File: src/fcr_pkg.sv
`timescale 1ns / 1ps
`default_nettype none

package fcr_pkg;

  localparam logic [7:0]  HdrA          = 8'h7E;
  localparam logic [7:0]  HdrB          = 8'hE7;
  localparam logic [7:0]  TermByte      = 8'h0D;
  localparam logic [15:0] LinkHoldReset = 16'd500;
  localparam logic [7:0]  TimeoutReset  = 8'd100;

  localparam int QueueDepth = 2;
  localparam int QueuePtrW  = (QueueDepth > 1) ? $clog2(QueueDepth) : 1;
  localparam int QueueCntW  = $clog2(QueueDepth + 1);

  typedef enum logic [1:0] {
    KIND_BYTE    = 2'd0,
    KIND_TICK    = 2'd1,
    KIND_RELEASE = 2'd2,
    KIND_NOP     = 2'd3
  } kind_e;

  typedef enum logic [2:0] {
    EV_NONE    = 3'd0,
    EV_PAYLOAD = 3'd1,
    EV_ACCEPT  = 3'd2,
    EV_DROP    = 3'd3,
    EV_BUSY    = 3'd4,
    EV_TIMEOUT = 3'd5
  } event_e;

  typedef enum logic [3:0] {
    PH_HUNT   = 4'd0,
    PH_HDR2   = 4'd1,
    PH_HDR3   = 4'd2,
    PH_DST_HI = 4'd3,
    PH_DST_LO = 4'd4,
    PH_SRC_HI = 4'd5,
    PH_SRC_LO = 4'd6,
    PH_CMD    = 4'd7,
    PH_LEN    = 4'd8,
    PH_DATA   = 4'd9,
    PH_XOR    = 4'd10,
    PH_SUM    = 4'd11,
    PH_TERM   = 4'd12
  } phase_e;

  typedef enum logic [1:0] {
    CFG_ADDRESS_MODE = 2'd0,
    CFG_OWN_ADDRESS  = 2'd1,
    CFG_BYTE_TIMEOUT = 2'd2,
    CFG_LINK_HOLD    = 2'd3
  } cfg_reg_e;

  typedef struct packed {
    kind_e      kind;
    logic [7:0] data;
  } item_t;

  typedef struct packed {
    logic        valid;
    cfg_reg_e    index;
    logic [15:0] data;
  } cfg_wr_t;

  typedef struct packed {
    event_e     ev;
    logic [7:0] pbyte;
    logic [7:0] pidx;
    logic [7:0] cmd;
    logic [7:0] len;
    logic       link;
  } result_t;

endpackage

`default_nettype wire

File: src/fcr_front.sv
`timescale 1ns / 1ps
`default_nettype none

module fcr_front (
  input  logic               clk_i,
  input  logic               rst_ni,
  input  logic               in_valid_i,
  output logic               in_ready_o,
  input  logic [1:0]         in_op_i,
  input  logic [7:0]         in_byte_i,
  output logic               item_valid_o,
  input  logic               item_ready_i,
  output fcr_pkg::item_t     item_o
);
  import fcr_pkg::*;

  logic  valid_q, valid_d;
  item_t item_q, item_d;
  kind_e kind;

  // op decode
  always_comb begin
    unique case (in_op_i)
      2'd0:    kind = KIND_BYTE;
      2'd1:    kind = KIND_TICK;
      2'd2:    kind = KIND_RELEASE;
      default: kind = KIND_NOP;
    endcase
  end

  assign in_ready_o = !valid_q || item_ready_i;

  always_comb begin
    valid_d = valid_q;
    item_d  = item_q;
    if (in_valid_i && in_ready_o) begin
      valid_d     = 1'b1;
      item_d.kind = kind;
      // only bytes carry data; keep it zero otherwise
      item_d.data = (kind == KIND_BYTE) ? in_byte_i : 8'h00;
    end else if (item_ready_i) begin
      valid_d = 1'b0;
    end
  end

  always_ff @(posedge clk_i or negedge rst_ni) begin
    if (!rst_ni) begin
      valid_q <= 1'b0;
    end else begin
      valid_q <= valid_d;
    end
  end

  always_ff @(posedge clk_i) begin
    item_q <= item_d;
  end

  assign item_valid_o = valid_q;
  assign item_o       = item_q;

endmodule

`default_nettype wire

File: src/fcr_queue.sv
`timescale 1ns / 1ps
`default_nettype none

module fcr_queue (
  input  logic           clk_i,
  input  logic           rst_ni,
  input  logic           push_valid_i,
  output logic           push_ready_o,
  input  fcr_pkg::item_t push_item_i,
  output logic           pop_valid_o,
  input  logic           pop_ready_i,
  output fcr_pkg::item_t pop_item_o
);
  import fcr_pkg::*;

  item_t                mem_q [QueueDepth];
  logic [QueuePtrW-1:0] wr_ptr_q, wr_ptr_d;
  logic [QueuePtrW-1:0] rd_ptr_q, rd_ptr_d;
  logic [QueueCntW-1:0] count_q, count_d;
  logic                 push, pop;

  assign push_ready_o = (count_q != QueueCntW'(QueueDepth));
  assign pop_valid_o  = (count_q != '0);
  assign pop_item_o   = mem_q[rd_ptr_q];

  assign push = push_valid_i && push_ready_o;
  assign pop  = pop_valid_o && pop_ready_i;

  function automatic logic [QueuePtrW-1:0] ptr_inc(input logic [QueuePtrW-1:0] p);
    logic [QueuePtrW-1:0] r;
    if (p == QueuePtrW'(QueueDepth - 1)) begin
      r = '0;
    end else begin
      r = p + QueuePtrW'(1);
    end
    return r;
  endfunction

  always_comb begin
    wr_ptr_d = push ? ptr_inc(wr_ptr_q) : wr_ptr_q;
    rd_ptr_d = pop ? ptr_inc(rd_ptr_q) : rd_ptr_q;
    count_d  = count_q;
    if (push && !pop) begin
      count_d = count_q + QueueCntW'(1);
    end else if (pop && !push) begin
      count_d = count_q - QueueCntW'(1);
    end
  end

  always_ff @(posedge clk_i or negedge rst_ni) begin
    if (!rst_ni) begin
      wr_ptr_q <= '0;
      rd_ptr_q <= '0;
      count_q  <= '0;
    end else begin
      wr_ptr_q <= wr_ptr_d;
      rd_ptr_q <= rd_ptr_d;
      count_q  <= count_d;
    end
  end

  always_ff @(posedge clk_i) begin
    if (push) begin
      mem_q[wr_ptr_q] <= push_item_i;
    end
  end

endmodule

`default_nettype wire

File: src/fcr_back.sv
`timescale 1ns / 1ps
`default_nettype none

module fcr_back (
  input  logic              clk_i,
  input  logic              rst_ni,
  input  fcr_pkg::cfg_wr_t  cfg_i,
  input  logic              item_valid_i,
  output logic              item_ready_o,
  input  fcr_pkg::item_t    item_i,
  output logic              res_valid_o,
  input  logic              res_ready_i,
  output fcr_pkg::result_t  res_o
);
  import fcr_pkg::*;

  // configuration
  logic        mode_q;
  logic [15:0] own_q;
  logic [7:0]  timeout_q;
  logic [15:0] hold_q;

  // parser state
  phase_e      phase_q, phase_d;
  logic [7:0]  sum_q, sum_d;
  logic [7:0]  xor_q, xor_d;
  logic [7:0]  remain_q, remain_d;
  logic [7:0]  pos_q, pos_d;
  logic [7:0]  cmd_q, cmd_d;
  logic [7:0]  len_q, len_d;
  logic [15:0] dst_q, dst_d;
  logic [15:0] src_q, src_d;
  logic        pending_q, pending_d;
  logic [7:0]  idle_q, idle_d;
  logic [15:0] link_ticks_q, link_ticks_d;
  logic        link_q, link_d;

  // result register
  logic        out_valid_q, out_valid_d;
  result_t     out_q, out_d;

  logic        take, is_byte, tick_expire, addr_ok;
  logic [7:0]  b;
  event_e      ev;
  logic [7:0]  pb, pi;

  assign item_ready_o = !out_valid_q || res_ready_i;
  assign take         = item_valid_i && item_ready_o;
  assign b            = item_i.data;
  assign is_byte      = take && (item_i.kind == KIND_BYTE) && !pending_q;
  assign tick_expire  = !(idle_q < timeout_q);
  assign addr_ok      = !mode_q || ((dst_q == own_q) && (src_q == 16'h0000));

  always_ff @(posedge clk_i or negedge rst_ni) begin
    if (!rst_ni) begin
      mode_q    <= 1'b0;
      own_q     <= 16'h0000;
      timeout_q <= TimeoutReset;
      hold_q    <= LinkHoldReset;
    end else if (cfg_i.valid) begin
      unique case (cfg_i.index)
        CFG_ADDRESS_MODE: mode_q    <= cfg_i.data[0];
        CFG_OWN_ADDRESS:  own_q     <= cfg_i.data;
        CFG_BYTE_TIMEOUT: timeout_q <= cfg_i.data[7:0];
        CFG_LINK_HOLD:    hold_q    <= cfg_i.data;
        default:          ;
      endcase
    end
  end

  // phase next state
  always_comb begin
    phase_d = phase_q;
    if (is_byte) begin
      unique case (phase_q)
        PH_HUNT:   phase_d = (b == HdrA) ? PH_HDR2 : PH_HUNT;
        PH_HDR2:   phase_d = (b == HdrB) ? PH_HDR3 : ((b == HdrA) ? PH_HDR2 : PH_HUNT);
        PH_HDR3:   phase_d = (b != HdrA) ? PH_HUNT : (mode_q ? PH_DST_HI : PH_CMD);
        PH_DST_HI: phase_d = PH_DST_LO;
        PH_DST_LO: phase_d = PH_SRC_HI;
        PH_SRC_HI: phase_d = PH_SRC_LO;
        PH_SRC_LO: phase_d = PH_CMD;
        PH_CMD:    phase_d = PH_LEN;
        PH_LEN:    phase_d = (b != 8'h00) ? PH_DATA : PH_XOR;
        PH_DATA:   phase_d = ((remain_q - 8'd1) == 8'h00) ? PH_XOR : PH_DATA;
        PH_XOR:    phase_d = (b == xor_q) ? PH_SUM : PH_HUNT;
        PH_SUM:    phase_d = (b == sum_q) ? PH_TERM : PH_HUNT;
        PH_TERM:   phase_d = PH_HUNT;
        default:   phase_d = PH_HUNT;
      endcase
    end else if (take && (item_i.kind == KIND_TICK) && tick_expire) begin
      phase_d = PH_HUNT;
    end
  end

  // datapath and event
  always_comb begin
    sum_d        = sum_q;
    xor_d        = xor_q;
    remain_d     = remain_q;
    pos_d        = pos_q;
    cmd_d        = cmd_q;
    len_d        = len_q;
    dst_d        = dst_q;
    src_d        = src_q;
    pending_d    = pending_q;
    idle_d       = idle_q;
    link_ticks_d = link_ticks_q;
    link_d       = link_q;
    ev           = EV_NONE;
    pb           = 8'h00;
    pi           = 8'h00;
    if (take) begin
      unique case (item_i.kind)
        KIND_BYTE: begin
          if (pending_q) begin
            ev = EV_BUSY;
          end else begin
            idle_d = 8'h00;
            unique case (phase_q)
              PH_HUNT: begin
                pos_d = 8'h00;
                sum_d = 8'h00;
                xor_d = 8'h00;
              end
              PH_DST_HI: dst_d[15:8] = b;
              PH_DST_LO: dst_d[7:0]  = b;
              PH_SRC_HI: src_d[15:8] = b;
              PH_SRC_LO: src_d[7:0]  = b;
              PH_CMD:    cmd_d       = b;
              PH_LEN: begin
                len_d    = b;
                remain_d = b;
              end
              PH_DATA: begin
                ev       = EV_PAYLOAD;
                pb       = b;
                pi       = pos_q;
                pos_d    = pos_q + 8'd1;
                remain_d = remain_q - 8'd1;
              end
              PH_XOR: ev = (b == xor_q) ? EV_NONE : EV_DROP;
              PH_SUM: ev = (b == sum_q) ? EV_NONE : EV_DROP;
              PH_TERM: begin
                if ((b == TermByte) && addr_ok) begin
                  pending_d    = 1'b1;
                  link_d       = 1'b1;
                  link_ticks_d = hold_q;
                  ev           = EV_ACCEPT;
                end else begin
                  ev = EV_DROP;
                end
              end
              default: ;
            endcase
            // running checks cover addresses through payload
            if ((phase_q == PH_DST_HI) || (phase_q == PH_DST_LO) ||
                (phase_q == PH_SRC_HI) || (phase_q == PH_SRC_LO) ||
                (phase_q == PH_CMD) || (phase_q == PH_LEN) || (phase_q == PH_DATA)) begin
              sum_d = sum_q + b;
              xor_d = xor_q ^ b;
            end
          end
        end
        KIND_TICK: begin
          if (!tick_expire) begin
            idle_d = idle_q + 8'd1;
          end else begin
            idle_d = 8'h00;
            if (phase_q != PH_HUNT) begin
              ev = EV_TIMEOUT;
            end
          end
          if (link_ticks_q != 16'h0000) begin
            link_ticks_d = link_ticks_q - 16'd1;
          end else begin
            link_d = 1'b0;
          end
        end
        KIND_RELEASE: pending_d = 1'b0;
        default:      ;
      endcase
    end
  end

  always_comb begin
    out_valid_d = out_valid_q;
    out_d       = out_q;
    if (take) begin
      out_valid_d = 1'b1;
      out_d.ev    = ev;
      out_d.pbyte = pb;
      out_d.pidx  = pi;
      out_d.cmd   = cmd_d;
      out_d.len   = len_d;
      out_d.link  = link_d;
    end else if (res_ready_i) begin
      out_valid_d = 1'b0;
    end
  end

  always_ff @(posedge clk_i or negedge rst_ni) begin
    if (!rst_ni) begin
      phase_q      <= PH_HUNT;
      sum_q        <= 8'h00;
      xor_q        <= 8'h00;
      remain_q     <= 8'h00;
      pos_q        <= 8'h00;
      cmd_q        <= 8'h00;
      len_q        <= 8'h00;
      dst_q        <= 16'h0000;
      src_q        <= 16'h0000;
      pending_q    <= 1'b0;
      idle_q       <= 8'h00;
      link_ticks_q <= LinkHoldReset;
      link_q       <= 1'b0;
      out_valid_q  <= 1'b0;
    end else begin
      phase_q      <= phase_d;
      sum_q        <= sum_d;
      xor_q        <= xor_d;
      remain_q     <= remain_d;
      pos_q        <= pos_d;
      cmd_q        <= cmd_d;
      len_q        <= len_d;
      dst_q        <= dst_d;
      src_q        <= src_d;
      pending_q    <= pending_d;
      idle_q       <= idle_d;
      link_ticks_q <= link_ticks_d;
      link_q       <= link_d;
      out_valid_q  <= out_valid_d;
    end
  end

  always_ff @(posedge clk_i) begin
    out_q <= out_d;
  end

  assign res_valid_o = out_valid_q;
  assign res_o       = out_q;

endmodule

`default_nettype wire

File: src/framed_command_receiver.sv
// path: an accepted input beat passes the front register, then the queue, then
// the parser's result register before it appears as a result beat
// throughput: one input beat and one result beat per cycle, sustained while
// m_axis_tready stays high; every input beat yields exactly one result beat
// reset: rst_ni is asynchronous and active low; parser goes to header hunt,
// registers take their defaults (timeout 100, link hold 500), the queue empties
`timescale 1ns / 1ps
`default_nettype none

module framed_command_receiver (
  input  logic        clk_i,
  input  logic        rst_ni,
  // configuration write channel
  input  logic        cfg_valid_i,
  output logic        cfg_ready_o,
  input  logic [1:0]  cfg_index_i,
  input  logic [15:0] cfg_data_i,
  // input beats
  input  logic        s_axis_tvalid,
  output logic        s_axis_tready,
  input  logic [7:0]  s_axis_tdata,   // [7:0] rx_byte
  input  logic [1:0]  s_axis_tuser,   // [1:0] op
  // result beats
  output logic        m_axis_tvalid,
  input  logic        m_axis_tready,
  output logic [39:0] m_axis_tdata,   // [7:0] payload_byte, [15:8] payload_index,
                                      // [23:16] command_code, [31:24] frame_length,
                                      // [32] link_alive, [39:33] zero
  output logic [2:0]  m_axis_tuser    // [2:0] event_kind
);
  import fcr_pkg::*;

  cfg_wr_t cfg_wr;
  item_t   front_item, queue_item;
  logic    front_valid, front_ready;
  logic    queue_valid, queue_ready;
  result_t res;

  // registers are always writable; write them only while idle (the block does not enforce it)
  assign cfg_ready_o  = 1'b1;
  assign cfg_wr.valid = cfg_valid_i;
  assign cfg_wr.index = cfg_reg_e'(cfg_index_i);
  assign cfg_wr.data  = cfg_data_i;

  // front: takes beats and decodes the op
  fcr_front u_front (
    .clk_i        (clk_i),
    .rst_ni       (rst_ni),
    .in_valid_i   (s_axis_tvalid),
    .in_ready_o   (s_axis_tready),
    .in_op_i      (s_axis_tuser),
    .in_byte_i    (s_axis_tdata),
    .item_valid_o (front_valid),
    .item_ready_i (front_ready),
    .item_o       (front_item)
  );

  // short queue decoupling front and parser
  fcr_queue u_queue (
    .clk_i        (clk_i),
    .rst_ni       (rst_ni),
    .push_valid_i (front_valid),
    .push_ready_o (front_ready),
    .push_item_i  (front_item),
    .pop_valid_o  (queue_valid),
    .pop_ready_i  (queue_ready),
    .pop_item_o   (queue_item)
  );

  // back: frame parser, checks, timers and the result register
  fcr_back u_back (
    .clk_i        (clk_i),
    .rst_ni       (rst_ni),
    .cfg_i        (cfg_wr),
    .item_valid_i (queue_valid),
    .item_ready_o (queue_ready),
    .item_i       (queue_item),
    .res_valid_o  (m_axis_tvalid),
    .res_ready_i  (m_axis_tready),
    .res_o        (res)
  );

  // pack result fields, highest field first (payload byte in the lowest bits)
  assign m_axis_tdata = {7'b0, res.link, res.len, res.cmd, res.pidx, res.pbyte};
  assign m_axis_tuser = res.ev;

endmodule

`default_nettype wire

File: config.mk
export PLATFORM = sky130hd
export DESIGN_NAME = framed_command_receiver
export DESIGN_NICKNAME = d
export VERILOG_FILES = /design/src/fcr_pkg.sv /design/src/fcr_front.sv /design/src/fcr_queue.sv /design/src/fcr_back.sv /design/src/framed_command_receiver.sv
export SDC_FILE = /design/constraint.sdc
export NUM_CORES = 1
export LEC_CHECK = 0
export BUFFER_PORTS_ARGS = -buffer_cell sky130_fd_sc_hd__buf_2
export CELL_PAD_IN_SITES_DETAIL_PLACEMENT = 1
export CELL_PAD_IN_SITES_GLOBAL_PLACEMENT = 2
export CORE_UTILIZATION = 40
export DETAILED_ROUTE_END_ITERATION = 16
export PLACE_DENSITY = 0.8
export SYNTH_ARGS = -nofsm -noshare
export SYNTH_HDL_FRONTEND = slang
export SYNTH_SLANG_ARGS = --single-unit
File: constraint.sdc
create_clock -name clk_i -period 3.1 [get_ports clk_i]
set_input_delay 0 -clock clk_i [delete_from_list [all_inputs] [get_ports clk_i]]
set_output_delay 0 -clock clk_i [all_outputs]
set_load 0.005 [all_outputs]
Yosys cells after proc, flatten, opt, wreduce, memory -nomap -nowiden
Memories as Yosys holds them, arrays and structs flattened.
Index checks and enable logic that the tools add are counted.
Cells by class
  magnitude comparators: 1
  muxes and demuxes: 61
  add/subtract/negate cells: 9
  reduce and logical (&&, ||, !) cells: 62
  bitwise operators: 4
  equality and inequality tests: 31
Operators with widths (count)
  $mux 8: 13
  $mux 16: 4
  $pmux 4 s12: 1
  $pmux 8 s2: 3
  $pmux 16 s2: 1
  $reduce_and 4->1: 7
  $mux 4: 6
  $eq 4x4->1 const B: 5
  $reduce_bool 2->1: 10
  $mux 1: 18
  $add 8x1->8 const B: 2
  $eq 16x16->1: 1
  $eq 4x3->1 const B: 4
  $eq 8x8->1: 2
  $logic_not 16->1: 1
  $reduce_bool 16->1: 1
  $sub 16x1->16 const B: 1
  $mux 2: 6
  $mux 3: 4
  $pmux 3 s4: 1
  $logic_and 1x1->1: 11
  $ne 2x2->1 const B: 5
  $reduce_and 2->1: 5
  $logic_or 1x1->1: 9
  other kinds (28): 47
Storage, ports and cells
  output and inout port bits: 46
  memories kept: 1
  bits of input ports: 33
  flip-flop bits (word level): 203
  logic and storage cells: 201
  RAM bits: 20
Memory list
  u_queue.mem_q: words 2, bits a word 10, read ports 1, clocked after memory_dff 0, wr ports 1, RTL line fcr_queue.sv:16  | item_t mem_q [QueueDepth];

Depth between registers and ports, before layout
Gate-level depths: netlist of the first run.
  word-level depth: 9
  depth in mapped cells: 13
  depth with buffers taken out: 10

Modules after synthesis
A second synthesis of the first run with hierarchy kept.
Second synthesis, totals
  cells, all modules: 879
  area total of the unflattened synthesis: 10531.4 um^2
Modules (own cells, without submodules)
  fcr_back: instances 1, seq. area each 4903.5 um^2, area each 9116.2 um^2, cells an instance 795
  fcr_queue: instances 1, seq. area each 700.7 um^2, area each 932.1 um^2, cells an instance 49
  fcr_front: instances 1, seq. area each 325.3 um^2, area each 415.4 um^2, cells an instance 25
  framed_command_receiver: instances 1, seq. area each 0.0 um^2, area each 67.6 um^2, cells an instance 10

Worst setup path before layout of the first run
Ideal clock, no wire load.
  path type: register to register
  from: reg u_queue.rd_ptr_q
  to: reg u_back.sum_q[6]
  cell stages (with the launch flop): 13
  slack: 325 ps
  library setup time: 128 ps
  clock period less this slack: 2775 ps
  required time: 2972 ps
  arrival: 2647 ps
  path buffers: 2
  path through: dfrtp_1 buf_6 buf_6 mux2i_1 inv_1 ha_1 fa_1 a21o_1 a21oi_1 o21bai_1 a21oi_1 xor2_1 o21ai_0
RTL lines
  start: declaration: RTL line fcr_queue.sv:18  | logic [QueuePtrW-1:0] rd_ptr_q, rd_ptr_d;
  start signal: assignment: RTL line fcr_queue.sv:57  | rd_ptr_q <= rd_ptr_d;
  end signal: assignment: RTL line fcr_back.sv:220  | sum_q <= sum_d;
  end: declaration: RTL line fcr_back.sv:25  | logic [7:0] sum_q, sum_d;

Final worst setup path of the first run
  from: reg u_queue.rd_ptr_q
  to: reg u_back.out_q, in the netlist u_back.res_o[13] (data pin)
Between the ends
  word-level cells in the longest chain between the ends: 5
  elaborated cells on any way between the ends: 6
  classes of those cells: 4 x mux; 1 x reduce/logical; 1 x memory
Ends and longest elaborated chain
  $mem_v2 2x10 *
  $mux 8: RTL line fcr_back.sv:120  | unique case (phase_q)
  $mux 8: RTL line fcr_back.sv:116  | if (pending_q) begin
  $mux 8 *: RTL line fcr_back.sv:114  | unique case (item_i.kind)
  $mux 8 *: RTL line fcr_back.sv:113  | if (take) begin
  net u_back.cmd_d[4]: RTL line fcr_back.sv:29  | logic [7:0] cmd_q, cmd_d;
  end signal: assignment: RTL line fcr_back.sv:237  | out_q <= out_d;
  end: declaration: RTL line fcr_back.sv:40  | result_t out_q, out_d;
The timed path passes the listed nets; every way through them passes the cells marked *.
A chain may end at the register's enable or synchronous reset.

==> flow_summary_export.csv, run 1 <==
group,metric,value,unit
synthesis,yosys_warnings,0,
finish,post-route-util,0.483,
clock_tree,clk_root_buffer_cell,"clkbuf_16",
clock_tree,clock-sinks,223,
floorplanning,core,0.0261,sq mm
floorplanning,io_pins,79,
global_routing,grt_usage,0.213,
power_and_ir_drop,power.density,775,mW/mm^2
route,wirelength,28.1,mm
synthesis,syn_area,0.0107,sq mm
clock_tree,clock_latency,0.54,ns
finish,nets,1142,
sta,rsz0062_at_grt,"no",
place,place_area,0.0114,sq mm
route,vias_per_cell,5.39,
synthesis,yosysTopAreaCellShare,0.334,
sta,setup_violations,0,
clock_tree,path_clk_slew,0.06,ns
synthesis,netlist_instances,970,
global_routing,grt_overflow_total,0,
run_status,status,"finished clean",
setup_path,end_kind,"flop",
route,route.detailed.drc,0,
synthesis,yosysMostFrequentCell,"dfrtp_1",
global_routing,antenna_found_initial,0,
synthesis,synth_ff_type,"dfrtp_1",
route,drt_iter0_drc,478,
synthesis,ys_types,83,
synthesis,synth_largest_area_cell,"dfrtp_1",
route,first_pass_iters,6,
floorplanning,initial_utilization,0.409,
synthesis,synth_top_cells_by_area,"dfrtp_1, edfxtp_1, mux2_2",
synthesis,postSynthRegisterBits,223,
clock_tree,cts_tree,"yes",
place,io_buffers,70,
setup_path,crit_family,"simple AND/OR/NAND/NOR gates",
clock_tree,htreeDepth,1,
sta,drv_slew,0,
sta,fin_ws,0.301,ns
setup_path,cp_slowest_cell,"dfrtp_2",
setup_path,worstSetupStartpointType,"flop",
global_routing,grt_max_degree,102,
place,gp_congestion,0.782,
setup_path,required,3.44,ns
clock_tree,numCtsBuffers,26,
setup_path,critPathMaxStageDelay,0.52,ns
sta,skew,0.0221,ns
global_routing,grt_pass1_wl,45.2,mm
synthesis,yosysSeqAreaShare,0.557,
sta,final-hold-violation-count,0,
floorplanning,die_y,165,um
sta,max_freq,357,MHz
power_and_ir_drop,power,9.76,mW
synthesis,synthArstFlopShare,0.704,
setup_path,arrival,3.14,ns
route,routedWlPerCell,19.5,um
finish,drive_above_1_share,0.204,
setup_path,critPathBufInv,2,
route,ant_nets,0,
setup_path,crit_fanout,16,
power_and_ir_drop,leakagePower,5.39,nW
setup_path,path_cells,"buf_4 > or3b_1 > a2111oi_4 > buf_12 > nand2_2 > nor2_4 > nor2_1 > a21oi_1",
synthesis,synth_common_cells,"dfrtp_1, nand2_1, o21ai_0, nor2_1, edfxtp_1",
synthesis,syn_avg_cell_area,11.0,sq um
sta,min_period,2.80,ns
finish,fin_area,0.0126,sq mm
synthesis,synth-edff-count,66,
sta,finalCritPeriodShare,0.903,
global_routing,grt_pass1_vias,8171,
worst_hold_path,worst_hold_path_type,"input port to async pin",
job,maxCapViolations,0,
floorplanning,fp.dieArea,0.0273,sq mm
sta,finalSetupTns,0,ns
floorplanning,num_rows,59,
place,dp.final_hpwl,18.7,mm
route,dr_total_vias,7779,
finish,areaGrowthSynthToFinish,18.2,%
floorplanning,die_w,165,um
place,dp_slack,0.167,ns
power_and_ir_drop,ir_worst_vdd,0.000522,V
clock_tree,cts_max_path_buffers,3,
setup_path,path_class,"flop to flop",
sta,slew_headroom,0.387,
sta,tightest_slew,0.916,ns
finish,antenna_cells,0,
[registers in the layout, indices dropped and copies added, names as in the netlist, 2 cells and up]
name,count
u_back.xor_q,8
u_back.remain_q,8
u_queue.count_q,2
u_back.src_q,16
u_back.cmd_q,8
u_front.item_o,10
u_back.dst_q,16
u_queue.mem_q,20
u_back.own_q,16
u_back.sum_q,8
u_back.res_o,36
u_back.idle_q,8
u_back.pos_q,8
u_back.link_ticks_q,16
u_back.hold_q,16
u_back.phase_q,4
u_back.len_q,8
u_back.timeout_q,8
[final cells by class]
type                            count  area [sq um]
Clock buffer                       30           697
Clock inverter                     18           146
Fill cell                        2833         13500
Inverter                           30           113
Multi-Input combinational cell    675          4360
Sequential cell                   223          5930
Tap cell                          335           419
Timing Repair Buffer              132           927
[stage by stage]
step	instances	hold WS, ns
after floorplan	976	-0.296
after global placement	1363	0.00679
after detailed placement	1363	-0.00146
after CTS	1443	0.0184
after global routing	1443	0.0762
final	1443	0.00248
[final timing paths]
path / from / to / slack, ns / cells past startpoint
min: rst_ni / u_back.link_ticks_q[3] / 0.002 / 2
max in group asynchronous: rst_ni / u_back.remain_q[4] / 2.15 / 3
max: u_queue.rd_ptr_q / u_back.res_o[13] / 0.30 / 8
min reg2reg: u_front.item_o[3] / u_queue.mem_q[1][3] / 0.45 / 0
min in group clk_i: s_axis_tuser[0] / u_front.item_o[8] / 0.20 / 2
max reg2reg: u_queue.rd_ptr_q / u_back.res_o[13] / 0.30 / 8
[repair_timing]
item	in CTS	in global routing
buffers inserted	0	0
endpoints found under the setup margin	0	7
hold buffers	32	0
resized for setup	0	2
hold endpoints to repair	109	0
[cells in the final DEF, fill, tap and decap left out, types with 6 or more instances in the layout]
master | synthesis | final
clkinv_2 | 0 | 7
mux2_2 | 43 | 43
mux2i_1 | 8 | 8
o31ai_1 | 14 | 14
a31oi_1 | 7 | 7
a211oi_1 | 6 | 6
buf_4 | 13 | 28
dfstp_2 | 15 | 15
a21o_1 | 7 | 7
ha_1 | 20 | 20
inv_1 | 30 | 30
nand3_1 | 30 | 29
xor2_1 | 27 | 27
a21oi_1 | 49 | 49
dfrtp_1 | 142 | 141
and2_1 | 9 | 9
nor2_1 | 79 | 79
nor3_1 | 25 | 24
o21ai_0 | 81 | 81
nand4_1 | 13 | 13
buf_2 | 11 | 69
clkbuf_16 | 0 | 27
dlygate4sd3_1 | 0 | 32
conb_1 | 2 | 8
xnor2_1 | 27 | 27
and3_1 | 14 | 14
nand2b_1 | 9 | 9
edfxtp_1 | 66 | 66
nor4_1 | 17 | 17
nand2_1 | 93 | 93
[per-layer routing]
metal	routed length [um]	vias to the layer above	share of wire	GRT usage
met5	0	-	0	0
met1	12900	3909	0.46	0.287
met3	765	39	0.027	0.0235
met2	13800	125	0.49	0.365
li1	-	3706	-	-
met4	596	0	0.021	0.0521
[logic make-up (layout without fill, tap and decap cells)]
family,Yosys count,in the layout,synth area share
flops,223,223,0.557
mux,57,57,0.0610
buf+inv,78,210,0.0369
xor+xnor,54,54,0.0444
other cells,2,8,0.000705
compound gates,212,212,0.125
fa+ha+maj,21,21,0.0254
simple gates,323,323,0.151
[where the power goes]
group	leakage [nW]	internal, mW	switching, mW
clock network	0.414	1.77	1.26
logic	2.31	1.03	1.62
registers	2.67	3.66	0.416
Note: power is estimated with default switching activity, not from simulation.
==> run 2, diff against run 1 <==
ABC_AREA = 1   (was unset)
CORE_UTILIZATION = 37   (was 40)
SKIP_CTS_REPAIR_TIMING = 1   (was unset)
SLEW_MARGIN = 20   (was unset)
==> flow_summary_export.csv, run 2 <==
group,metric,value,unit
job,maxCapViolations,0,
sta,setup_violations,0,
power_and_ir_drop,power.density,814,mW/mm^2
synthesis,syn_area,0.0108,sq mm
global_routing,grt_overflow_total,0,
synthesis,yosysTopAreaCellShare,0.329,
power_and_ir_drop,leakagePower,6.10,nW
synthesis,synth_largest_area_cell,"dfrtp_1",
finish,layout_commonest_cell,"nand2_1",
sta,final-hold-violation-count,0,
clock_tree,htreeDepth,1,
sta,max_freq,400,MHz
sta,skew,0.00927,ns
setup_path,crit_fanout,14,
floorplanning,num_rows,62,
place,io_buffers,70,
route,routedWlPerCell,17.0,um
sta,finalCritPeriodShare,0.807,
synthesis,syn_avg_cell_area,8.75,sq um
synthesis,synth_common_cells,"nand2_1, inv_1, dfrtp_1, nor2_1, o21ai_0",
run_status,status,"finished clean",
synthesis,postSynthRegisterBits,223,
finish,fin_cells,1755,
power_and_ir_drop,p_int,6.57,mW
setup_path,rrSetupSlack,0.60,ns
setup_path,required,3.51,ns
finish,largest_reg_flops,36,
clock_tree,clock-sinks,223,
synthesis,yosysSeqAreaShare,0.549,
floorplanning,initial_utilization,0.376,
synthesis,yosysMostFrequentCell,"nand2_1",
power_and_ir_drop,ir_worst_vdd,0.000527,V
finish,layout_common_cells,"nand2_1, inv_1, dfrtp_1",
sta,slew_headroom,0.398,
finish,drive_above_1_share,0.144,
global_routing,grt_usage,0.204,
power_and_ir_drop,p_comb_frac,0.315,
clock_tree,numCtsBuffers,26,
clock_tree,clk_root_buffer_cell,"clkbuf_16",
floorplanning,die_y,173,um
power_and_ir_drop,power,10.4,mW
power_and_ir_drop,power_switching,3.86,mW
global_routing,antenna_found_initial,1,
route,first_pass_iters,4,
synthesis,netlist_instances,1235,
place,dpl.cell_count,1675,
synthesis,synth_top_cells_by_area,"dfrtp_1, edfxtp_1, nand2_1",
synthesis,synth_ff_type,"dfrtp_1",
floorplanning,fp.dieArea,0.0299,sq mm
sta,tightest_slew,0.899,ns
global_routing,grt_pass1_wl,48.3,mm
route,drt_iter0_drc,432,
sta,drv_slew,0,
floorplanning,io_pins,79,
finish,antenna_cells,0,
place,dp.final_hpwl,21.2,mm
setup_path,setup.worst_path.start,"u_queue.rd_ptr_q",
setup_path,end_kind,"flop",
global_routing,grt_pass1_vias,8842,
finish,n_fill_cell,3413,
finish,nets,1405,
synthesis,synth-edff-count,66,
synthesis,synthArstFlopShare,0.704,
sta,rsz0062_at_grt,"no",
sta,min_period,2.50,ns
worst_hold_path,worst_hold_path_type,"input port to async pin",
setup_path,arrival,2.92,ns
setup_path,timing.rr.end,"u_back.sum_q[6]",
clock_tree,clock_latency,0.53,ns
clock_tree,path_clk_slew,0.06,ns
clock_tree,cts_max_path_buffers,3,
route,wirelength,29.9,mm
floorplanning,core,0.0287,sq mm
synthesis,yosys_warnings,0,
setup_path,path_class,"flop to flop",
setup_path,worstSetupStartpointType,"flop",
route,ant_nets,0,
floorplanning,die_w,173,um
setup_path,r2r-start,"u_queue.rd_ptr_q",
power_and_ir_drop,seq_power_share,0.383,
power_and_ir_drop,p_clk_frac,0.302,
global_routing,grt_max_degree,83,
power_and_ir_drop,swShare,0.370,
place,gp_congestion,0.875,
setup_path,reg2regPathDepth,13,
route,dr_total_vias,8491,
sta,finalSetupTns,0,ns
synthesis,ys_types,50,
clock_tree,cts_tree,"yes",
route,route.detailed.drc,0,
setup_path,crit_end,"u_back.sum_q[6]",
route,vias_per_cell,4.84,
finish,areaGrowthSynthToFinish,18.6,%
-- run 2: cell types whose count changed in the layout (fill, tap and decap cells not counted), sizes merged, moves of 10 or more --
cell	change
and3	-14
inv	+133
nor3	-11
a21oi	-19
nor2	+41
o31ai	-10
o21ai	+46
nor4	-15
nand2	+249
mux2	-48
xnor2	-24
buf	-13
nand3	+33
-- run 2: final cells by class --
class	count	area [sq um]	area share
flip-flops and latches	223	5930	0.463
well taps	384	480	0.0375
inverters	164	619	0.0483
clock buffers	37	783	0.0611
repair buffers	119	817	0.0638
clock inverters	11	108	0.00840
multi-input cells	817	4080	0.318
-- run 2: power groups by stage --
| stage | registers, mW | logic (mW) | clock network, mW |
|---|---|---|---|
| 2_1_floorplan | 3.97 | 2.12 | 0 |
| 3_3_place_gp | 4.03 | 3.23 | 0 |
| 3_5_place_dp | 4.05 | 3.30 | 0 |
| 4_1_cts | 4.01 | 3.32 | 3.23 |
| 5_1_grt | 4.06 | 3.69 | 3.34 |
| 6_report | 4.00 | 3.29 | 3.14 |
-- run 2: metal layers --
layer | wire length, um | track usage | vias to the layer above
met1 | 14100 | 0.281 | 4143
met4 | 612 | 0.0479 | 0
met3 | 848 | 0.0264 | 33
li1 | - | - | 4203
met5 | 0 | 0 | -
met2 | 14300 | 0.341 | 112
-- run 2: logic make-up (layout without fill, tap and decap cells) --
kind of cell	after synthesis	in the layout	synth area share
other cells	2	8	0.000695
buf+inv	201	331	0.0771
simple gates	566	566	0.223
fa+ha+maj	21	21	0.0250
xor+xnor	23	23	0.0186
compound gates	191	191	0.0995
flops	223	223	0.549
mux	8	8	0.00741
-- run 2: critical path, stage by stage, from the launching register on --
cell and delay [ns]:
dfrtp_1 0.48, inv_4 0.14, nand2_1 0.13, o21ai_4 0.10
ha_1 0.25, fa_1 0.43, a21oi_1 0.16, o21ai_0 0.15
nand2_1 0.09, nand2_1 0.05, a21oi_1 0.16, a21oi_1 0.08
o21ai_0 0.08, nand2_1 0.07
-- run 2: stage by stage --
step	cell area [sq um]	util	worst slack (ns)	hold WS (ns)
floorplan	10800	-	0.196	-0.296
global placement	11600	0.404	0.731	0.136
detailed placement	11600	0.404	0.619	0.135
CTS	12500	0.435	0.589	-0.424
global route	12800	0.446	0.373	0.190
finish	12800	0.446	0.598	0.127
-- run 2: worst min path at each step --
stage          slack (ns)  cells after the start                endpoint   start
2_1_floorplan       -0.30                      0         u_back.cmd_q[0]  rst_ni
5_1_grt              0.19                      2        u_back.hold_q[3]  rst_ni
4_1_cts             -0.42                      1        u_back.hold_q[9]  rst_ni
3_3_place_gp         0.14                      1        u_back.hold_q[9]  rst_ni
6_report             0.13                      2  u_back.link_ticks_q[9]  rst_ni
3_5_place_dp         0.13                      1  u_back.link_ticks_q[9]  rst_ni
==> run 3, diff against run 2 <==
CORE_UTILIZATION = 34   (was 37)
PLACE_DENSITY = 0.77   (was 0.8)
clock period = 2.2 ns   (was 3.1 ns; I/O delays follow)
==> flow_summary_export.csv, run 3 (same netlist as run 2, synthesis figures left out) <==
group,metric,value,unit
setup_path,end_kind,"flop",
route,drt_iter0_drc,371,
finish,layout_commonest_cell,"nand2_1",
route,vias_per_cell,4.75,
floorplanning,fp.dieArea,0.0325,sq mm
finish,layout_common_cells,"nand2_1, inv_1, dfrtp_1",
route,first_pass_iters,4,
route,routedWlPerCell,16.3,um
power_and_ir_drop,power.density,1160,mW/mm^2
setup_path,crit_family,"simple AND/OR/NAND/NOR gates",
place,dpl.cell_count,1729,
sta,rsz0062_at_grt,"yes",
sta,finalSetupTns,0,ns
finish,fin_cells,1829,
finish,fin_area,0.0136,sq mm
clock_tree,clock_latency,0.54,ns
finish,nets,1466,
clock_tree,clock-sinks,223,
clock_tree,path_clk_slew,0.06,ns
place,dp.final_hpwl,21.2,mm
finish,areaGrowthSynthToFinish,25.7,%
setup_path,path_class,"flop to flop",
clock_tree,cts_tree,"yes",
global_routing,grt_usage,0.182,
setup_path,crit_fanout,7,
clock_tree,numCtsBuffers,27,
place,place_area,0.0120,sq mm
finish,largest_reg_flops,36,
sta,slew_headroom,0.570,
place,io_buffers,70,
floorplanning,core,0.0309,sq mm
clock_tree,htreeDepth,1,
power_and_ir_drop,ir_worst_vdd,0.000650,V
global_routing,grt_pass1_vias,8912,
sta,finalCritPeriodShare,0.956,
setup_path,rrSetupSlack,0.1,ns
setup_path,required,2.48,ns
sta,setup_violations,0,
setup_path,timing.rr.end,"u_back.res_o[33]",
sta,skew,0.0167,ns
setup_path,cp_common_cell,"nand2_1",
global_routing,antenna_found_initial,0,
run_status,status,"finished clean",
route,wirelength,29.8,mm
sta,min_period,2.10,ns
global_routing,grt_pass1_wl,47.1,mm
setup_path,critPathMaxStageDelay,0.41,ns
job,maxCapViolations,0,
finish,antenna_cells,0,
setup_path,cp_slowest_cell,"dfrtp_2",
sta,drv_slew,0,
floorplanning,io_pins,79,
route,ant_nets,0,
setup_path,setup.worst_path.start,"u_queue.rd_ptr_q",
setup_path,path_depth,9,
sta,final-hold-violation-count,0,
floorplanning,die_y,180,um
setup_path,r2r-start,"u_queue.rd_ptr_q",
sta,tightest_slew,0.641,ns
clock_tree,clk_root_buffer_cell,"clkbuf_16",
place,gp_congestion,0.836,
setup_path,arrival,2.39,ns
route,dr_total_vias,8687,
setup_path,path_cells,"clkinv_4 > o21ai_1 > ha_1 > nor4_4 > nand3_2 > a21oi_2 > nand3_1 > nand2_1 > nand2_1",
setup_path,critPathBufInv,1,
finish,drive_above_1_share,0.202,
setup_path,crit_end,"u_back.res_o[33]",
setup_path,worstSetupStartpointType,"flop",
floorplanning,die_w,180,um
global_routing,grt_max_degree,84,
setup_path,reg2regPathDepth,9,
clock_tree,cts_max_path_buffers,3,
worst_hold_path,worst_hold_path_type,"input port to async pin",
global_routing,grt_overflow_total,0,
route,route.detailed.drc,0,
floorplanning,initial_utilization,0.350,
sta,max_freq,475,MHz
floorplanning,num_rows,64,
power_and_ir_drop,leakagePower,6.47,nW
[run 3: changes by cell type in the layout (fill, tap and decap cells not counted), moves of 5 or more]
| cell | before | now |
|---|---|---|
| buf_4 | 16 | 65 |
| clkbuf_8 | 7 | 0 |
| nand2_1 | 330 | 323 |
| inv_6 | 0 | 6 |
| buf_6 | 1 | 6 |
| ha_1 | 20 | 15 |
| ha_4 | 0 | 5 |
[run 3: cell type report]
class                      count  area (sq um)
timing repair inverter         1          11.3
timing repair buffer         178          1320
clock inverter                20           210
multi-input combinational    817          4300
sequential                   223          5930
clock buffer                  30           687
fill                        3615         17300
inverter                     164           632
tap                          396           495
[run 3: how the worst min path moves through the flow]
stage	startpoint	to	slack (ns)
detailed placement	rst_ni	u_back.idle_q[4]	-0.17
CTS	rst_ni	u_back.dst_q[6]	-0.76
global placement	rst_ni	u_back.idle_q[4]	-0.17
finish	rst_ni	u_back.idle_q[6]	0.05
floorplan	rst_ni	u_back.cmd_q[0]	-0.30
global route	rst_ni	u_back.idle_q[6]	0.08
[run 3: power breakdown]
group | switching, mW | internal [mW]
logic | 3.55 | 2.11
registers | 0.451 | 5.19
clock network | 1.87 | 2.64
total | 5.87 | 9.94
[run 3: metal layers]
metal  track usage  wire, um  vias up
met5             0         0        -
met4        0.0403       500        0
met3        0.0230       838       37
met2         0.317     14700      104
met1         0.240     13800     4215
li1              -         -     4331
[run 3: through the flow]
stage | power, mW | setup WS, ns | util | hold slack [ns]
final | 15.8 | 0.0964 | 0.439 | 0.0471
after CTS | 15.5 | -0.107 | 0.417 | -0.757
after global placement | 10.8 | -0.0583 | 0.388 | -0.173
after floorplan | 8.65 | -0.111 | - | -0.296
after detailed placement | 10.9 | -0.0849 | 0.388 | -0.174
after global routing | 16.8 | -0.0570 | 0.439 | 0.0848
[run 3: worst reg2reg max path, delay by kind of cell (launching register included)]
kind,cells,cell delay (ns)
simple gates,5,0.68
flops,1,0.41
compound gates,2,0.37
fa+ha+maj,1,0.31
buf+inv,1,0.09
